$ cat config.mk
export PLATFORM = sky130hd
export DESIGN_NAME = coa_div
export DESIGN_NICKNAME = d
export VERILOG_FILES = /design/src/circle_overlap_area_top_assert.svh /design/src/coa_pkg.sv /design/src/coa_div.sv
export SDC_FILE = /design/constraint.sdc
export NUM_CORES = 2
export LEC_CHECK = 0
export BUFFER_PORTS_ARGS = -buffer_cell sky130_fd_sc_hd__buf_2
export CAP_MARGIN = 20
export CORE_UTILIZATION = 45
export DETAILED_ROUTE_END_ITERATION = 6
export GPL_TIMING_DRIVEN = 0
export PLACE_DENSITY = 0.56
export SYNTH_ARGS = -nofsm -noshare
export SYNTH_HDL_FRONTEND = slang
export SYNTH_SLANG_ARGS = --single-unit
$ cat constraint.sdc
create_clock -name i_clk -period 3.95 [get_ports i_clk]
set_clock_uncertainty 0.1 [all_clocks]
set_input_delay 0.1975 -clock i_clk [delete_from_list [all_inputs] [get_ports i_clk]]
set_output_delay 0.1975 -clock i_clk [all_outputs]
set_load 0.05 [all_outputs]
$ cat src/circle_overlap_area_top_assert.svh
// assertion macros for the circle overlap area block
// expects i_clk and i_rst_n in the scope of each use
`ifndef CIRCLE_OVERLAP_AREA_TOP_ASSERT_SVH
`define CIRCLE_OVERLAP_AREA_TOP_ASSERT_SVH

// same-cycle implication
`define COA_ASSERT_IMPL(name, ante, cons) \
    name: assert property (@(posedge i_clk) disable iff (!i_rst_n) (ante) |-> (cons)) \
        else $error("coa assertion failed");

// next-cycle implication
`define COA_ASSERT_NEXT(name, ante, cons) \
    name: assert property (@(posedge i_clk) disable iff (!i_rst_n) (ante) |=> (cons)) \
        else $error("coa assertion failed");

`endif

$ cat src/coa_pkg.sv
// shared widths, stage numbers, constants and helpers for the circle overlap area block
// no dependencies
`timescale 1ns / 1ps

package coa_pkg;

    localparam int COORD_W   = 16;
    localparam int FRAC_BITS = 8;
    localparam int AREA_W    = 2 * COORD_W - FRAC_BITS + 2;
    localparam int SQ_W      = 2 * COORD_W;
    localparam int SUM_W     = COORD_W + 1;
    localparam int PQ_W      = 2 * SUM_W;
    localparam int NUM_W     = SQ_W + 3;
    localparam int DIV_W     = SQ_W + 2;
    localparam int Q_BITS    = 30;
    localparam int X_W       = Q_BITS + 1;
    localparam int DIV_STEPS = Q_BITS;
    localparam int DIV_STAGES = DIV_STEPS + 1;
    localparam int SQRT_PAD  = 14;
    localparam int RAD_W     = 62;
    localparam int ROOT_W    = RAD_W / 2;
    localparam int REM_W     = ROOT_W + 4;
    localparam int ISQRT_STEPS = ROOT_W;
    localparam int HP_W      = 34;
    localparam int PD_W      = 33;
    localparam int ACOS_W    = 32;
    localparam int PROD_W    = 64;
    localparam int H_W       = 2 * ROOT_W - (2 * SQRT_PAD + 1);
    localparam int TERM_W    = PROD_W - Q_BITS;
    localparam int SUMT_W    = TERM_W + 1;
    localparam int POLY_TERMS = 8;
    localparam int HORNER_STAGES = 2 * (POLY_TERMS - 1);
    localparam int PD_DELAY  = ISQRT_STEPS + 1 - HORNER_STAGES;
    localparam int ACOS_STAGES = ISQRT_STEPS + 3;

    // global stage numbers
    localparam int ST_IN       = 0;
    localparam int ST_MUL      = 1;
    localparam int ST_PREP     = 2;
    localparam int ST_CLAMP    = 3;
    localparam int ST_ROOT0    = ST_CLAMP;
    localparam int ST_DIV0     = ST_CLAMP + 1;
    localparam int ST_X        = ST_DIV0 + DIV_STAGES - 1;
    localparam int ST_ACOS0    = ST_X + 1;
    localparam int ST_ACOS_END = ST_ACOS0 + ACOS_STAGES - 1;
    localparam int ST_TERM     = ST_ACOS_END + 1;
    localparam int ST_SUM      = ST_TERM + 1;
    localparam int ST_SUB      = ST_SUM + 1;
    localparam int ST_OUT      = ST_SUB + 1;
    localparam int NUM_STAGES  = ST_OUT + 1;

    localparam logic [ACOS_W-1:0] PI_Q30  = 32'd3373259426;
    localparam logic [X_W-1:0]    Q30_ONE = X_W'(1) << Q_BITS;

    localparam logic [SUMT_W:0] ROUND_HALF = (SUMT_W + 1)'(1) << (FRAC_BITS - 1);
    localparam logic [SUMT_W:0] AREA_MAX   = (SUMT_W + 1)'((65'd1 << AREA_W) - 65'd1);

    typedef enum logic [1:0] {
        CASE_DISJOINT = 2'd0,
        CASE_INSIDE   = 2'd1,
        CASE_LENS     = 2'd2
    } t_case;

    function automatic logic signed [HP_W-1:0] acos_coef(input logic [2:0] idx);
        logic signed [HP_W-1:0] c;
        case (idx)
            3'd0:    c = 34'sd1686629690;
            3'd1:    c = -34'sd230423709;
            3'd2:    c = 34'sd95540460;
            3'd3:    c = -34'sd53874249;
            3'd4:    c = 34'sd33169905;
            3'd5:    c = -34'sd18348235;
            3'd6:    c = 34'sd7161955;
            default: c = -34'sd1355589;
        endcase
        return c;
    endfunction

    // round half up to FRAC_BITS fraction bits, saturate to the area width
    function automatic logic [AREA_W-1:0] round_sat(input logic [SUMT_W-1:0] v);
        logic [SUMT_W:0] t;
        t = ({1'b0, v} + ROUND_HALF) >> FRAC_BITS;
        if (t > AREA_MAX) begin
            return '1;
        end
        return t[AREA_W-1:0];
    endfunction

endpackage

$ cat src/coa_div.sv
// pipelined restoring divider, one quotient bit per stage, Q30 ratio clamped to one
// depends on coa_pkg
`timescale 1ns / 1ps

module coa_div import coa_pkg::*; (
    input  logic                  i_clk,
    input  logic [DIV_STAGES-1:0] i_en,
    input  logic [DIV_W-1:0]      i_mag,
    input  logic [DIV_W-1:0]      i_den,
    input  logic                  i_clamp,
    output logic [X_W-1:0]        o_x
);

    logic [DIV_W-1:0]     r_rem   [DIV_STEPS-1];
    logic [DIV_W-1:0]     r_den   [DIV_STEPS-1];
    logic [DIV_STEPS-1:0] r_q     [DIV_STEPS];
    logic                 r_clamp [DIV_STEPS];
    logic [X_W-1:0]       r_x;

    logic [DIV_W-1:0]     c_rem_in   [DIV_STEPS];
    logic [DIV_W-1:0]     c_den_in   [DIV_STEPS];
    logic [DIV_STEPS-1:0] c_q_in     [DIV_STEPS];
    logic                 c_clamp_in [DIV_STEPS];
    logic [DIV_W-1:0]     c_shift    [DIV_STEPS];
    logic [DIV_W-1:0]     n_rem      [DIV_STEPS];
    logic [DIV_STEPS-1:0] n_q        [DIV_STEPS];

    always_comb begin
        c_rem_in[0]   = i_mag;
        c_den_in[0]   = i_den;
        c_q_in[0]     = '0;
        c_clamp_in[0] = i_clamp;
        for (int j = 1; j < DIV_STEPS; j++) begin
            c_rem_in[j]   = r_rem[j-1];
            c_den_in[j]   = r_den[j-1];
            c_q_in[j]     = r_q[j-1];
            c_clamp_in[j] = r_clamp[j-1];
        end
        for (int j = 0; j < DIV_STEPS; j++) begin
            c_shift[j] = {c_rem_in[j][DIV_W-2:0], 1'b0};
            if (c_shift[j] >= c_den_in[j]) begin
                n_rem[j] = c_shift[j] - c_den_in[j];
                n_q[j]   = {c_q_in[j][DIV_STEPS-2:0], 1'b1};
            end else begin
                n_rem[j] = c_shift[j];
                n_q[j]   = {c_q_in[j][DIV_STEPS-2:0], 1'b0};
            end
        end
    end

    always_ff @(posedge i_clk) begin
        for (int j = 0; j < DIV_STEPS - 1; j++) begin
            if (i_en[j]) begin
                r_rem[j] <= n_rem[j];
                r_den[j] <= c_den_in[j];
            end
        end
        for (int j = 0; j < DIV_STEPS; j++) begin
            if (i_en[j]) begin
                r_q[j]     <= n_q[j];
                r_clamp[j] <= c_clamp_in[j];
            end
        end
        if (i_en[DIV_STEPS]) begin
            r_x <= r_clamp[DIV_STEPS-1] ? Q30_ONE : {1'b0, r_q[DIV_STEPS-1]};
        end
    end

    assign o_x = r_x;

endmodule

Word level (Yosys, flattened, before mapping)
Memory sizes are Yosys's and may differ from the RTL's.
Cells that the tools add are included.
- add/subtract/negate cells: 29
- $lt $le $gt $ge: 30
- mux-type cells: 120
- operators with widths (cell ; count):
    >= comparator 34 bit ; 30
    two-way mux 34 bit ; 29
    subtractor 34 bit ; 29
    two-way mux 1 bit ; 90
    two-way mux 31 bit ; 1
- bits in registers: 31
- memory bits (writable): 2902
- bits of input ports: 101
- output and inout port bits: 31
- logic and storage cells: 185
- memories kept: 4
- memory list (name ; words ; bits a word ; rd ports ; clocked after Yosys merged registers in ; wr ports ; line ; RTL):
    r_den ; 29 ; 34 ; 29 ; 0 ; 29 ; coa_div.sv:15 ; logic [DIV_W-1:0] r_den [DIV_STEPS-1];
    r_rem ; 29 ; 34 ; 29 ; 0 ; 29 ; coa_div.sv:14 ; logic [DIV_W-1:0] r_rem [DIV_STEPS-1];
    r_q ; 30 ; 30 ; 30 ; 0 ; 30 ; coa_div.sv:16 ; logic [DIV_STEPS-1:0] r_q [DIV_STEPS];
    r_clamp ; 30 ; 1 ; 30 ; 0 ; 30 ; coa_div.sv:17 ; logic r_clamp [DIV_STEPS];

Longest topological paths before layout
An unclocked memory read counts as a cell.
- depth in word-level cells: 3
- gate-level depth with buffers: 16
- mapped depth without buffers: 14

Worst setup path before layout
OpenSTA, ideal clock, no wires.
- path kind: reg-to-reg
- start point: memory r_den[1][68] (netlist bit)
- end point: memory r_rem[1][108] (netlist bit) (data pin)
- library setup time: 262 ps
- data arrival time: 3289 ps
- data required time: 3588 ps
- slack: 299 ps
- stages on the path, launching flop included: 14
- buffers on the path: 1
- clock period less this slack: 3651 ps
- path through: edfxtp_1 -> fa_1 -> nand2b_1 -> a2111oi_2 -> o31a_1 -> o21ai_1 -> o2111ai_1 -> a21oi_1 -> o21bai_2 -> a31oi_1 -> o211a_1 -> o21ai_2 -> buf_6 -> mux2_1
- RTL lines (what ; line):
    from (decl) ; coa_div.sv:15
    to (decl) ; coa_div.sv:14

==> impl_metrics.yaml <==
outcome:
  status: "finished, violations left"
  failed_checks: "negative setup slack"
sta:
  clock.fmax_mhz: 250.7
  tightest_slew_ns: 1.101
  grt_setup_unrepaired: "true"
  relSlewSlack_pct: 25.93
  tns_ns: -0.1017
  finalSetupViolations: 8
  hold_slack_ns: 0.09271
  fin_crit_sh_pct: 101.0
  slew_viol_final: 0
  min_period_ns: 3.989
  hold_viol_final: 0
  finalWorstSetupSlack_ns: -0.03927
floorplanning:
  rows: 202
  die_y_um: 554.7
  dieArea_mm2: 0.3077
  pin_count: 132
  core_area_mm2: 0.3033
  start_util_pct: 45.33
  die_w_um: 554.7
final_layout:
  nets: 13840
  drive_gt1_share_pct: 12.52
  fin_area_mm2: 0.1578
  area_growth_pct: 14.76
  fillers: 26550
  stdcell_count: 16890
pwr:
  leakagePower_uw: 0.06466
  p_per_area_mw_per_mm2: 827.6
  peakVddDrop_mv: 0.3487
synth:
  synth_largest_area_cell: "edfxtp_1"
  syn_area_per_cell_um2: 11.49
  synth_enable_flop_cells: 2469
  syn-cell-area_mm2: 0.1375
  async_reset_ff_share_pct: 0
  synth_cells: 11960
  synth_area_leaders: "edfxtp_1, ha_1, a21oi_1"
  synth-main-ff-cell: "edfxtp_1"
  syn_nets: 13110
  yosysWarnings: 0
  yosys.cell_types.count: 104
  synth_top_area_share_pct: 53.93
  yosysSeqAreaShare_pct: 53.93
  ys_seq_elements: 2469
detailed_routing:
  drt-total-wl_um: 369800
  num_vias: 93430
  drt_first_pass_iters: 7
  drc: 0
  wl_per_cell_um: 21.89
  ant_nets: 0
  initialDrtViolationCount: 6921
  vias_per_cell: 5.531
global_routing:
  overflow: 0
  busiest_layer: "met2"
  grt.met2_usage_pct: 42.33
  grt_max_degree: 78
  grt_pass1_vias: 92950
  grt_antenna_before_repair: 8
  grt_usage_pct: 23.58
  use_met1_pct: 29.95
  use_met3_pct: 2.246
  grt_pass1_wl_um: 558700
place:
  gp_congestion: 0.9446
  placed_cell_area_mm2: 0.1439
  dp.cells: 16100
  dpl.hpwl_um: 284200
  place_ws_ns: -1.277
  io_buffers: 130
critical_path:
  worstPathArrival_ns: 4.50
  cp_common_cell: "o21ai_4"
  cp_cell_sequence: "fa_2, nand2b_4, a2111oi_4, o31a_1, o21ai_4, o2111ai_2, a21oi_2, o21bai_2, a31oi_4, o211a_4, o21ai_4, buf_12, buf_8, mux2_4"
  worst-setup-path-type: "register to register"
  worst_setup_path_end_kind: "register"
  cpLargestDelayFamily: "compound AO/OA/AOI/OAI gates"
  timing.critical_path.fanout_max: 6
  path_buf_inv: 2
  critPathSlowestCell: "edfxtp_1"
  cp-start-kind: "register"
  slowest_delay_ns: 0.55
  critical_path_required_ns: 4.46
clock_tree:
  clock_latency_ns: 0.91
  cts_tree: "yes"
  cts.sinks: 2469
  clk_pin_slew_ns: 0.06
  ctsHtreeMaxLevel: 5
  cts_root_buf: "clkbuf_16"
  clk_path_buf_depth: 4
  cts_buffers: 284
worst_hold_path:
  hp-class: "primary input to register"
flow_run:
  drv_cap: 0
per-layer routing:
layer  vias to the layer above  routed length, um
met5                         -                  0
li1                      45310                  -
met3                       572              13730
met2                      2001             186300
met4                         0              11440
met1                     45540             158300
path summary, 6_finish.rpt:
kind / startpoint / depth (start not counted) / slack [ns] / endpoint
worst max-delay path: r_den[1][69]$_DFFE_PP_ / 14 / -0.04 / r_rem[1][112]$_DFFE_PP_
worst min-delay path: i_en[10] / 2 / 0.09 / r_q[0][301]$_DFFE_PP_
worst max register to register: r_den[1][69]$_DFFE_PP_ / 14 / -0.04 / r_rem[1][112]$_DFFE_PP_
worst min register to register: r_q[0][271]$_DFFE_PP_ / 0 / 0.29 / r_q[0][302]$_DFFE_PP_
synth_stat cells (35+ instances only):
| library cell | count |
|---|---|
| nor2b_1 | 207 |
| edfxtp_1 | 2469 |
| nand2_1 | 729 |
| nand3_1 | 178 |
| xnor2_1 | 490 |
| nand2b_1 | 155 |
| a21boi_0 | 41 |
| nor3_1 | 111 |
| o21bai_1 | 105 |
| nor2_1 | 678 |
| ha_1 | 1019 |
| and2_1 | 61 |
| a21oi_1 | 1009 |
| o211ai_1 | 36 |
| a211oi_1 | 61 |
| inv_1 | 1247 |
| o31ai_1 | 61 |
| o21a_1 | 149 |
| clkbuf_1 | 181 |
| o21ai_0 | 690 |
| and3_1 | 80 |
| a31oi_1 | 105 |
| nor4_1 | 35 |
| xor2_1 | 325 |
| a21o_1 | 499 |
| o21ai_1 | 38 |
| buf_2 | 51 |
| nand4_1 | 140 |
| mux2_2 | 421 |
cell usage in the layout, fill, tap and decap left out, types with 177 or more instances in the layout:
cell type	count
nor2b_1	203
nand2_1	729
buf_4	196
mux2_2	418
xnor2_1	490
nand3_1	177
ha_1	1003
a21oi_1	978
o21ai_0	649
clkbuf_16	292
a21o_1	497
inv_1	1243
nor2_1	674
edfxtp_1	2469
xor2_1	325
per-stage QoR:
stage               power, uW  util [%]
CTS                    129900     51.58
global route           138900     52.02
floorplan               83180         -
global placement        99780     47.19
finish                 130600     52.02
detailed placement     100200     47.44
layout make-up:
| cell class | instances | area, um2 | area share, % |
|---|---|---|---|
| diodes | 4 | 10.01 | 0.006344 |
| well taps | 3978 | 4977 | 3.155 |
| clock inverters | 183 | 1911 | 1.211 |
| clock buffers | 319 | 7387 | 4.682 |
| plain buffers | 254 | 1459 | 0.9246 |
| multi-input cells | 7980 | 59000 | 37.39 |
| flip-flops and latches | 2469 | 74140 | 46.99 |
| inverters | 1250 | 4692 | 2.974 |
| repair buffers | 454 | 4204 | 2.665 |
where the power goes:
part           leakage [uW]  total [uW]  switching (uW)  internal (uW)
Sequential           0.0242       42700            4620          38100
Clock               0.00450       26400           10900          15600
Combinational        0.0359       61400           34700          26700
Total                0.0647      131000           50200          80400
repair_timing:
action,4_1_cts,5_1_grt
hold buffers,139,0
setup endpoints to repair,935,818
cloned,2,2
setup buffers,84,72
endpoints found under the hold margin,2345,0
resized for setup,316,230
pin swaps,46,69
registers in the layout, summed over array words and instances, names as in the netlist:
register / flops
r_den: 986
r_rem: 957
r_q: 465
o_x: 31
r_clamp: 30
kinds of logic (layout without fill, tap and decap cells):
group	after synthesis	in the layout	synth area share [%]
adders and majority gates	1048	1048	9.696
AOI/OAI and AO/OA	3135	3135	14.34
and+or+nand+nor	2506	2506	8.679
xor gates and xnor gates	815	815	5.192
other	0	4	0
buffers and inverters	1514	2460	4.263
DFF	2469	2469	53.93
muxes	476	476	3.907
(Power assumes the default switching activity.)
