## src/circle_overlap_area_top_assert.svh

```systemverilog
// assertion macros for the circle overlap area block
// expects i_clk and i_rst_n in the scope of each use
`ifndef CIRCLE_OVERLAP_AREA_TOP_ASSERT_SVH
`define CIRCLE_OVERLAP_AREA_TOP_ASSERT_SVH

// same-cycle implication
`define COA_ASSERT_IMPL(name, ante, cons) \
    name: assert property (@(posedge i_clk) disable iff (!i_rst_n) (ante) |-> (cons)) \
        else $error("coa assertion failed");

// next-cycle implication
`define COA_ASSERT_NEXT(name, ante, cons) \
    name: assert property (@(posedge i_clk) disable iff (!i_rst_n) (ante) |=> (cons)) \
        else $error("coa assertion failed");

`endif

```

## src/coa_pkg.sv

```systemverilog
// shared widths, stage numbers, constants and helpers for the circle overlap area block
// no dependencies
`timescale 1ns / 1ps

package coa_pkg;

    localparam int COORD_W   = 16;
    localparam int FRAC_BITS = 8;
    localparam int AREA_W    = 2 * COORD_W - FRAC_BITS + 2;
    localparam int SQ_W      = 2 * COORD_W;
    localparam int SUM_W     = COORD_W + 1;
    localparam int PQ_W      = 2 * SUM_W;
    localparam int NUM_W     = SQ_W + 3;
    localparam int DIV_W     = SQ_W + 2;
    localparam int Q_BITS    = 30;
    localparam int X_W       = Q_BITS + 1;
    localparam int DIV_STEPS = Q_BITS;
    localparam int DIV_STAGES = DIV_STEPS + 1;
    localparam int SQRT_PAD  = 14;
    localparam int RAD_W     = 62;
    localparam int ROOT_W    = RAD_W / 2;
    localparam int REM_W     = ROOT_W + 4;
    localparam int ISQRT_STEPS = ROOT_W;
    localparam int HP_W      = 34;
    localparam int PD_W      = 33;
    localparam int ACOS_W    = 32;
    localparam int PROD_W    = 64;
    localparam int H_W       = 2 * ROOT_W - (2 * SQRT_PAD + 1);
    localparam int TERM_W    = PROD_W - Q_BITS;
    localparam int SUMT_W    = TERM_W + 1;
    localparam int POLY_TERMS = 8;
    localparam int HORNER_STAGES = 2 * (POLY_TERMS - 1);
    localparam int PD_DELAY  = ISQRT_STEPS + 1 - HORNER_STAGES;
    localparam int ACOS_STAGES = ISQRT_STEPS + 3;

    // global stage numbers
    localparam int ST_IN       = 0;
    localparam int ST_MUL      = 1;
    localparam int ST_PREP     = 2;
    localparam int ST_CLAMP    = 3;
    localparam int ST_ROOT0    = ST_CLAMP;
    localparam int ST_DIV0     = ST_CLAMP + 1;
    localparam int ST_X        = ST_DIV0 + DIV_STAGES - 1;
    localparam int ST_ACOS0    = ST_X + 1;
    localparam int ST_ACOS_END = ST_ACOS0 + ACOS_STAGES - 1;
    localparam int ST_TERM     = ST_ACOS_END + 1;
    localparam int ST_SUM      = ST_TERM + 1;
    localparam int ST_SUB      = ST_SUM + 1;
    localparam int ST_OUT      = ST_SUB + 1;
    localparam int NUM_STAGES  = ST_OUT + 1;

    localparam logic [ACOS_W-1:0] PI_Q30  = 32'd3373259426;
    localparam logic [X_W-1:0]    Q30_ONE = X_W'(1) << Q_BITS;

    localparam logic [SUMT_W:0] ROUND_HALF = (SUMT_W + 1)'(1) << (FRAC_BITS - 1);
    localparam logic [SUMT_W:0] AREA_MAX   = (SUMT_W + 1)'((65'd1 << AREA_W) - 65'd1);

    typedef enum logic [1:0] {
        CASE_DISJOINT = 2'd0,
        CASE_INSIDE   = 2'd1,
        CASE_LENS     = 2'd2
    } t_case;

    function automatic logic signed [HP_W-1:0] acos_coef(input logic [2:0] idx);
        logic signed [HP_W-1:0] c;
        case (idx)
            3'd0:    c = 34'sd1686629690;
            3'd1:    c = -34'sd230423709;
            3'd2:    c = 34'sd95540460;
            3'd3:    c = -34'sd53874249;
            3'd4:    c = 34'sd33169905;
            3'd5:    c = -34'sd18348235;
            3'd6:    c = 34'sd7161955;
            default: c = -34'sd1355589;
        endcase
        return c;
    endfunction

    // round half up to FRAC_BITS fraction bits, saturate to the area width
    function automatic logic [AREA_W-1:0] round_sat(input logic [SUMT_W-1:0] v);
        logic [SUMT_W:0] t;
        t = ({1'b0, v} + ROUND_HALF) >> FRAC_BITS;
        if (t > AREA_MAX) begin
            return '1;
        end
        return t[AREA_W-1:0];
    endfunction

endpackage

```

## src/coa_isqrt.sv

```systemverilog
// pipelined integer square root, two radicand bits per stage
// depends on coa_pkg
`timescale 1ns / 1ps

module coa_isqrt import coa_pkg::*; (
    input  logic                   i_clk,
    input  logic [ISQRT_STEPS-1:0] i_en,
    input  logic [RAD_W-1:0]       i_rad,
    output logic [ROOT_W-1:0]      o_root
);

    logic [RAD_W-1:0]  r_rad  [ISQRT_STEPS-1];
    logic [REM_W-1:0]  r_rem  [ISQRT_STEPS-1];
    logic [ROOT_W-1:0] r_root [ISQRT_STEPS];

    logic [RAD_W-1:0]  c_rad_in  [ISQRT_STEPS];
    logic [REM_W-1:0]  c_rem_in  [ISQRT_STEPS];
    logic [ROOT_W-1:0] c_root_in [ISQRT_STEPS];
    logic [REM_W-1:0]  c_cur     [ISQRT_STEPS];
    logic [REM_W-1:0]  c_trial   [ISQRT_STEPS];
    logic [REM_W-1:0]  n_rem     [ISQRT_STEPS];
    logic [ROOT_W-1:0] n_root    [ISQRT_STEPS];

    always_comb begin
        c_rad_in[0]  = i_rad;
        c_rem_in[0]  = '0;
        c_root_in[0] = '0;
        for (int j = 1; j < ISQRT_STEPS; j++) begin
            c_rad_in[j]  = r_rad[j-1];
            c_rem_in[j]  = r_rem[j-1];
            c_root_in[j] = r_root[j-1];
        end
        for (int j = 0; j < ISQRT_STEPS; j++) begin
            c_cur[j]   = {c_rem_in[j][REM_W-3:0], c_rad_in[j][RAD_W-1:RAD_W-2]};
            c_trial[j] = {{(REM_W-ROOT_W-2){1'b0}}, c_root_in[j], 2'b01};
            if (c_cur[j] >= c_trial[j]) begin
                n_rem[j]  = c_cur[j] - c_trial[j];
                n_root[j] = {c_root_in[j][ROOT_W-2:0], 1'b1};
            end else begin
                n_rem[j]  = c_cur[j];
                n_root[j] = {c_root_in[j][ROOT_W-2:0], 1'b0};
            end
        end
    end

    always_ff @(posedge i_clk) begin
        for (int j = 0; j < ISQRT_STEPS - 1; j++) begin
            if (i_en[j]) begin
                r_rad[j] <= {c_rad_in[j][RAD_W-3:0], 2'b00};
                r_rem[j] <= n_rem[j];
            end
        end
        for (int j = 0; j < ISQRT_STEPS; j++) begin
            if (i_en[j]) begin
                r_root[j] <= n_root[j];
            end
        end
    end

    assign o_root = r_root[ISQRT_STEPS-1];

endmodule

```

## config.mk

```make
export PLATFORM = sky130hd
export DESIGN_NAME = coa_isqrt
export DESIGN_NICKNAME = d
export VERILOG_FILES = /design/src/circle_overlap_area_top_assert.svh /design/src/coa_pkg.sv /design/src/coa_isqrt.sv
export SDC_FILE = /design/constraint.sdc
export NUM_CORES = 2
export LEC_CHECK = 0
export BUFFER_PORTS_ARGS = -buffer_cell sky130_fd_sc_hd__buf_2
export CAP_MARGIN = 25
export CELL_PAD_IN_SITES_DETAIL_PLACEMENT = 0
export CELL_PAD_IN_SITES_GLOBAL_PLACEMENT = 1
export CORE_MARGIN = 2
export CORE_UTILIZATION = 40
export CTS_BUF_LIST = sky130_fd_sc_hd__clkbuf_2
export CTS_CLUSTER_DIAMETER = 100
export CTS_CLUSTER_SIZE = 16
export DETAILED_ROUTE_END_ITERATION = 6
export PLACE_DENSITY = 0.69
export SLEW_MARGIN = 20
export SYNTH_ARGS = -nofsm -noshare
export SYNTH_HDL_FRONTEND = slang
export SYNTH_SLANG_ARGS = --single-unit
```

## constraint.sdc

```tcl
create_clock -name i_clk -period 3 [get_ports i_clk]
set_input_delay 0.45 -clock i_clk [delete_from_list [all_inputs] [get_ports i_clk]]
set_output_delay 0.45 -clock i_clk [all_outputs]
set_load 0.03 [all_outputs]
```

Word-level counts from Yosys, hierarchy flattened. Memories as Yosys holds them, arrays and structs flattened. Cells that the tools add are included.

Flip-flop bits (word level): 0. Memory bits (writable): 3811. Input bits: 94. Output and inout bits: 31. Logic and storage cells: 187. Memories kept: 3.

Add/subtract/negate cells: 30. $lt $le $gt $ge: 31. Multiplexer cells: 123.

Memories: r_rad (depth 30, bits a word 60, rd ports 30, clocked after memory_dff 0, write ports 30, RTL line coa_isqrt.sv:12) `logic [RAD_W-1:0] r_rad [ISQRT_STEPS-1];`; r_rem (depth 30, bits a word 35, rd ports 30, clocked after memory_dff 0, write ports 30, RTL line coa_isqrt.sv:13) `logic [REM_W-1:0] r_rem [ISQRT_STEPS-1];`; r_root (depth 31, bits a word 31, rd ports 31, clocked after memory_dff 0, write ports 31, RTL line coa_isqrt.sv:14) `logic [ROOT_W-1:0] r_root [ISQRT_STEPS];`.

Operators with widths (number): 35-bit by 33-bit >= comparator with 1-bit output (30); 35-bit two-way mux (30); 35-bit by 33-bit subtractor with 35-bit output (29); 1-bit two-way mux (93); 2-bit by 1-bit subtractor with 3-bit output, second input constant (1); 2-bit by 1-bit >= comparator with 1-bit output, second input constant (1).

Depth between registers and ports, before layout. An unclocked memory read counts as a cell.

Depth after elaboration: 3. Mapped depth: 14. Depth with buffers taken out: 12.

Worst setup path before layout. OpenSTA, ideal clock, no wires.

Path type: register to register. From: memory r_rem[1][252] (netlist bit). To: memory r_rem[1][286] (netlist bit) (data pin). Library setup time: 260 ps. Data arrival time: 2939 ps. Data required time: 2740 ps. Slack: -199 ps. Cell stages (with the launch flop): 11. Buffers on the path: 1. Period minus slack after synthesis: 3199 ps. Cell sequence: edfxtp_1 > ha_1 > and3_1 > a221o_1 > a31oi_1 > nand2b_1 > a31oi_1 > a211o_1 > a21oi_1 > clkbuf_1 > mux2_2.

RTL lines (RTL line): start: declaration (coa_isqrt.sv:13).

==> qor.txt <==
Run status: finished with violations
Failing checks: negative setup slack
Number of core rows: 193
Detailed Routing Iterations Pass 1: 5
RR Endpoint: r_rem[0][339]
MaxCap Viol Count: 0
Final setup slack of the worst path: -0.2403 ns
Sinks on the clock net: 2,367
# port buffers: 124
Area growth from synthesis to final layout: 26.75%
Clock share of power: 14.3%
WP data arrival: 4.88 ns
Path type of the worst min-delay path: register to register
Die Y: 530.0 um
Worst VDD drop: 437.9 uV
Die area: 280,900 um2
Maximum number of pins on one net before global-route repair: 74
Top cells by area, synth: sky130_fd_sc_hd__edfxtp_1 (64%), sky130_fd_sc_hd__ha_1 (6.0%), sky130_fd_sc_hd__xor2_1 (3.1%)
Filler cells: 23,920
Fraction of power spent switching nets: 31.77%
Rel. slew slack: 41.95%
Part of the Yosys area used for sequential elements: 64.22%
Clock transition at the register clock pins on the worst setup and hold paths after CTS: 0.32 ns
Leading register cell type out of synthesis: sky130_fd_sc_hd__edfxtp_1
Number of H-tree branching levels: 4
Iteration-0 DRC count of the detailed router: 4,628
Design internal power: 0.05603 W
Depth of the critical timing path with buffers and inverters included: 11
Count of warnings emitted by yosys: 0
Worst skew pair latency: 1.88 ns
Chip width: 530.0 um
Via count of the first global-routing pass: 72,390
Cell count of the worst hold path: 0
Power density normalized to cell area: 585.4 nW/um2
Kind of launch point of the worst setup path: register
Flip-flop and latch count after synthesis: 2,367
Transition at the pin with the smallest max-transition slack: 0.8679 ns
Post-route antenna net violation count: 0
Number of enable flip-flop cells after synthesis: 2,367
Initial antenna violation count: 12
Placement Cell Area: 126,000 um2
Slack of the worst reg-to-reg path: -0.24 ns
Number of standard cells in the layout, taps in and fillers out: 14,480
All-Layer GR Usage: 17.55%
Num CTS Buffers: 174
Dominant delay contributor by cell family on the critical path: simple AND/OR/NAND/NOR gates
Mean Syn Cell Area: 12.83 um2
Worst Reg-to-Reg Cells: 11
Final standard cell utilization of the core: 50.87%
Number of ports placed on the die boundary: 125
Fraction of final layout cells with drive strength greater than 1: 28.46%
Synth async-reset ratio: 0%
Core area: 275,800 um2
Total via count in the routed design: 72,910
Highest-count cells in the layout ignoring fill and taps: sky130_fd_sc_hd__edfxtp_1 (2,367), sky130_fd_sc_hd__buf_4 (1,515), sky130_fd_sc_hd__inv_1 (636)
Sequence of cells on the critical path: or4_4 > or4_4 > or3_4 > nor2_4 > nand3_4 > nor3_4 > nand4b_1 > buf_6 > buf_12 > nor2_4 > xor2_1
Remaining Overflow, GRT: 0
Count of final max-slew check failures: 0
Finished Cell Area: 140,300 um2
Remaining routing DRC violations: 0
Fin. Hold Viols: 0
Final RePlAce weighted congestion: 0.8905
Worst endpoint required time: 4.64 ns
Worst Setup End Kind: register
Largest fanout on the critical path: 6
Achievable clock frequency: 0.3086 GHz
Overall routed net length: 258,100 um
Switching power total: 0.02609 W
CTS tree: yes
First-pass GRT wire length: 393,300 um
Leading cell type in the layout, fill and taps excluded: sky130_fd_sc_hd__edfxtp_1
Max Clock Skew: 0.1889 ns
Leakage power total: 54.60 nW
Buffers and inverters on the worst path: 2
Post-synth top area share: 64.22%
Total setup violations reported at the end of the flow: 186
Setup Slack @ Placement: -0.5265 ns
Routed WL per cell: 17.83 um
Root Buffer: sky130_fd_sc_hd__clkbuf_2
Part of the cycle the worst path needs: 108.0%
Worst r2r src: r_rem[0][300]
Relative contribution of combinational cells to total power: 31.7%
Slowest stage cell on the critical path: sky130_fd_sc_hd__or4_4
Mean number of vias per cell: 5.035
Cells after Synth: 8,630
Max stage delay on crit path: 0.54 ns
Worst setup path class: register to register
Starting Density: 40.14%
Cell accounting for the most synthesized area: sky130_fd_sc_hd__edfxtp_1
Worst Hold End: r_rad[0][959]
Maximum clock path buffer count: 4
Total nets after synthesis: 9,252
Estimated wirelength of the detail-placed design: 185,400 um
Final Critical Period: 3.240 ns
Number of instances in the placed design: 13,610
Power share of the sequential group: 54.0%
Worst min-delay path startpoint: r_rad[0][897]
Nets@finish: 11,360
Combined area of all synthesized cells: 110,700 um2
Number of distinct standard cells referenced by the synthesized netlist: 98
Unrepaired setup endpoints after global routing: true
[logic make-up (layout without fill, tap and decap cells)]
kind of cell / Yosys count / count (layout) / share of synthesized area, %
flip-flops: 2367 / 2367 / 64.22
AND/OR/NAND/NOR: 2324 / 2324 / 10.50
AO/OA/AOI/OAI: 1731 / 1731 / 9.708
buffers and inverters: 859 / 2999 / 2.962
XOR/XNOR: 750 / 750 / 5.942
adder cells (fa/ha/maj): 528 / 528 / 5.969
multiplexers: 70 / 70 / 0.6952
other: 1 / 5 / 0.003388
[how the worst max path moves through the flow]
stage / startpoint / endpoint
2_1_floorplan: r_rem[1][283] / r_rem[1][319]
3_3_place_gp: r_rem[1][376] / r_rem[1][389]
3_5_place_dp: r_rem[1][140] / r_rem[1][206]
4_1_cts: r_root[0][248] / r_rem[0][332]
5_1_grt: r_rem[0][300] / r_rem[0][339]
6_report: r_rem[0][300] / r_rem[0][339]
[metal layers]
layer | up-vias | global-route usage, % | share of wire (%)
met4 | 4 | 4.103 | 2.2
met2 | 1226 | 31.11 | 50
met1 | 35310 | 22.97 | 44
met3 | 356 | 1.870 | 3.6
met5 | - | 0 | 0.010
li1 | 36010 | - | -
[registers in the layout, indices dropped and copies added (netlist names)]
| signal | cells |
|---|---|
| r_root | 496 |
| r_rad | 930 |
| r_rem | 941 |
[cells in the mapped netlist, types with 11 or more instances]
cell type,n
sky130_fd_sc_hd__o41ai_1,12
sky130_fd_sc_hd__edfxtp_1,2367
sky130_fd_sc_hd__mux2_2,47
sky130_fd_sc_hd__o21bai_1,41
sky130_fd_sc_hd__o21ai_0,501
sky130_fd_sc_hd__a41oi_1,16
sky130_fd_sc_hd__ha_1,528
sky130_fd_sc_hd__nor3b_1,23
sky130_fd_sc_hd__a221o_1,11
sky130_fd_sc_hd__a211o_1,14
sky130_fd_sc_hd__a21oi_1,473
sky130_fd_sc_hd__buf_1,16
sky130_fd_sc_hd__clkbuf_1,143
sky130_fd_sc_hd__nand4_1,89
sky130_fd_sc_hd__a31o_2,13
sky130_fd_sc_hd__or3_1,80
sky130_fd_sc_hd__nand2b_1,118
sky130_fd_sc_hd__a21boi_0,30
sky130_fd_sc_hd__and3_1,50
sky130_fd_sc_hd__a31oi_1,52
sky130_fd_sc_hd__o2111ai_1,17
sky130_fd_sc_hd__nand2_1,650
sky130_fd_sc_hd__o211ai_1,38
sky130_fd_sc_hd__nor4b_1,24
sky130_fd_sc_hd__a2111oi_0,12
sky130_fd_sc_hd__o21a_1,108
sky130_fd_sc_hd__inv_1,673
sky130_fd_sc_hd__nor2b_1,82
sky130_fd_sc_hd__xnor2_1,353
sky130_fd_sc_hd__nand3_1,131
sky130_fd_sc_hd__o31ai_1,76
sky130_fd_sc_hd__nor3_1,216
sky130_fd_sc_hd__and2_1,38
sky130_fd_sc_hd__nor2_1,512
sky130_fd_sc_hd__buf_2,19
sky130_fd_sc_hd__or4_1,59
sky130_fd_sc_hd__or2_2,42
sky130_fd_sc_hd__mux2i_1,21
sky130_fd_sc_hd__and4_1,17
sky130_fd_sc_hd__a21o_1,195
sky130_fd_sc_hd__xor2_1,396
sky130_fd_sc_hd__a211oi_1,34
sky130_fd_sc_hd__nand3b_1,25
sky130_fd_sc_hd__nor4_1,118
[final cells by class]
| type | instances | area, um2 | share of cell area, % |
|---|---|---|---|
| antenna | 4 | 10.01 | 0.007135 |
| clock buffer | 179 | 895.9 | 0.6386 |
| clock inverter | 27 | 237.7 | 0.1695 |
| inverter | 677 | 2556 | 1.822 |
| multi-input combinational | 5404 | 42400 | 30.23 |
| sequential | 2367 | 71080 | 50.66 |
| tap | 3705 | 4636 | 3.304 |
| timing repair buffer | 2116 | 18480 | 13.17 |
[worst register-to-register path: cells and delay by family, from the launching register on]
kind,cells,cell delay [ns]
simple gates,8,2.10
flops,1,0.51
buf+inv,2,0.31
xor+xnor,1,0.14
[stage by stage]
step / setup TNS, ns / hold slack, ns / total power [W]
2_1_floorplan: -0.01628 / 0.4003 / 0.05718
3_3_place_gp: -72.62 / 0.4003 / 0.06637
3_5_place_dp: -80.05 / 0.4045 / 0.06662
4_1_cts: -11.75 / 0.01271 / 0.08034
5_1_grt: -39.78 / 0.1841 / 0.08685
6_report: -13.05 / 0.3017 / 0.08212
[power by group through the flow]
stage	Clock (W)	Combinational (W)	Sequential (W)
2_1_floorplan	0	0.0134	0.0438
3_3_place_gp	0	0.0214	0.0450
3_5_place_dp	0	0.0216	0.0451
4_1_cts	0.0125	0.0235	0.0443
5_1_grt	0.0135	0.0286	0.0448
6_report	0.0117	0.0260	0.0444
[repair_timing]
item	4_1_cts	5_1_grt
hold buffers	296	1
resized for setup	623	927
pin swaps	198	344
hold endpoints to repair	2430	58
buffers inserted	160	202
gates cloned	14	19
setup endpoints to repair	618	721
Note: power is estimated with default switching activity, not from simulation.
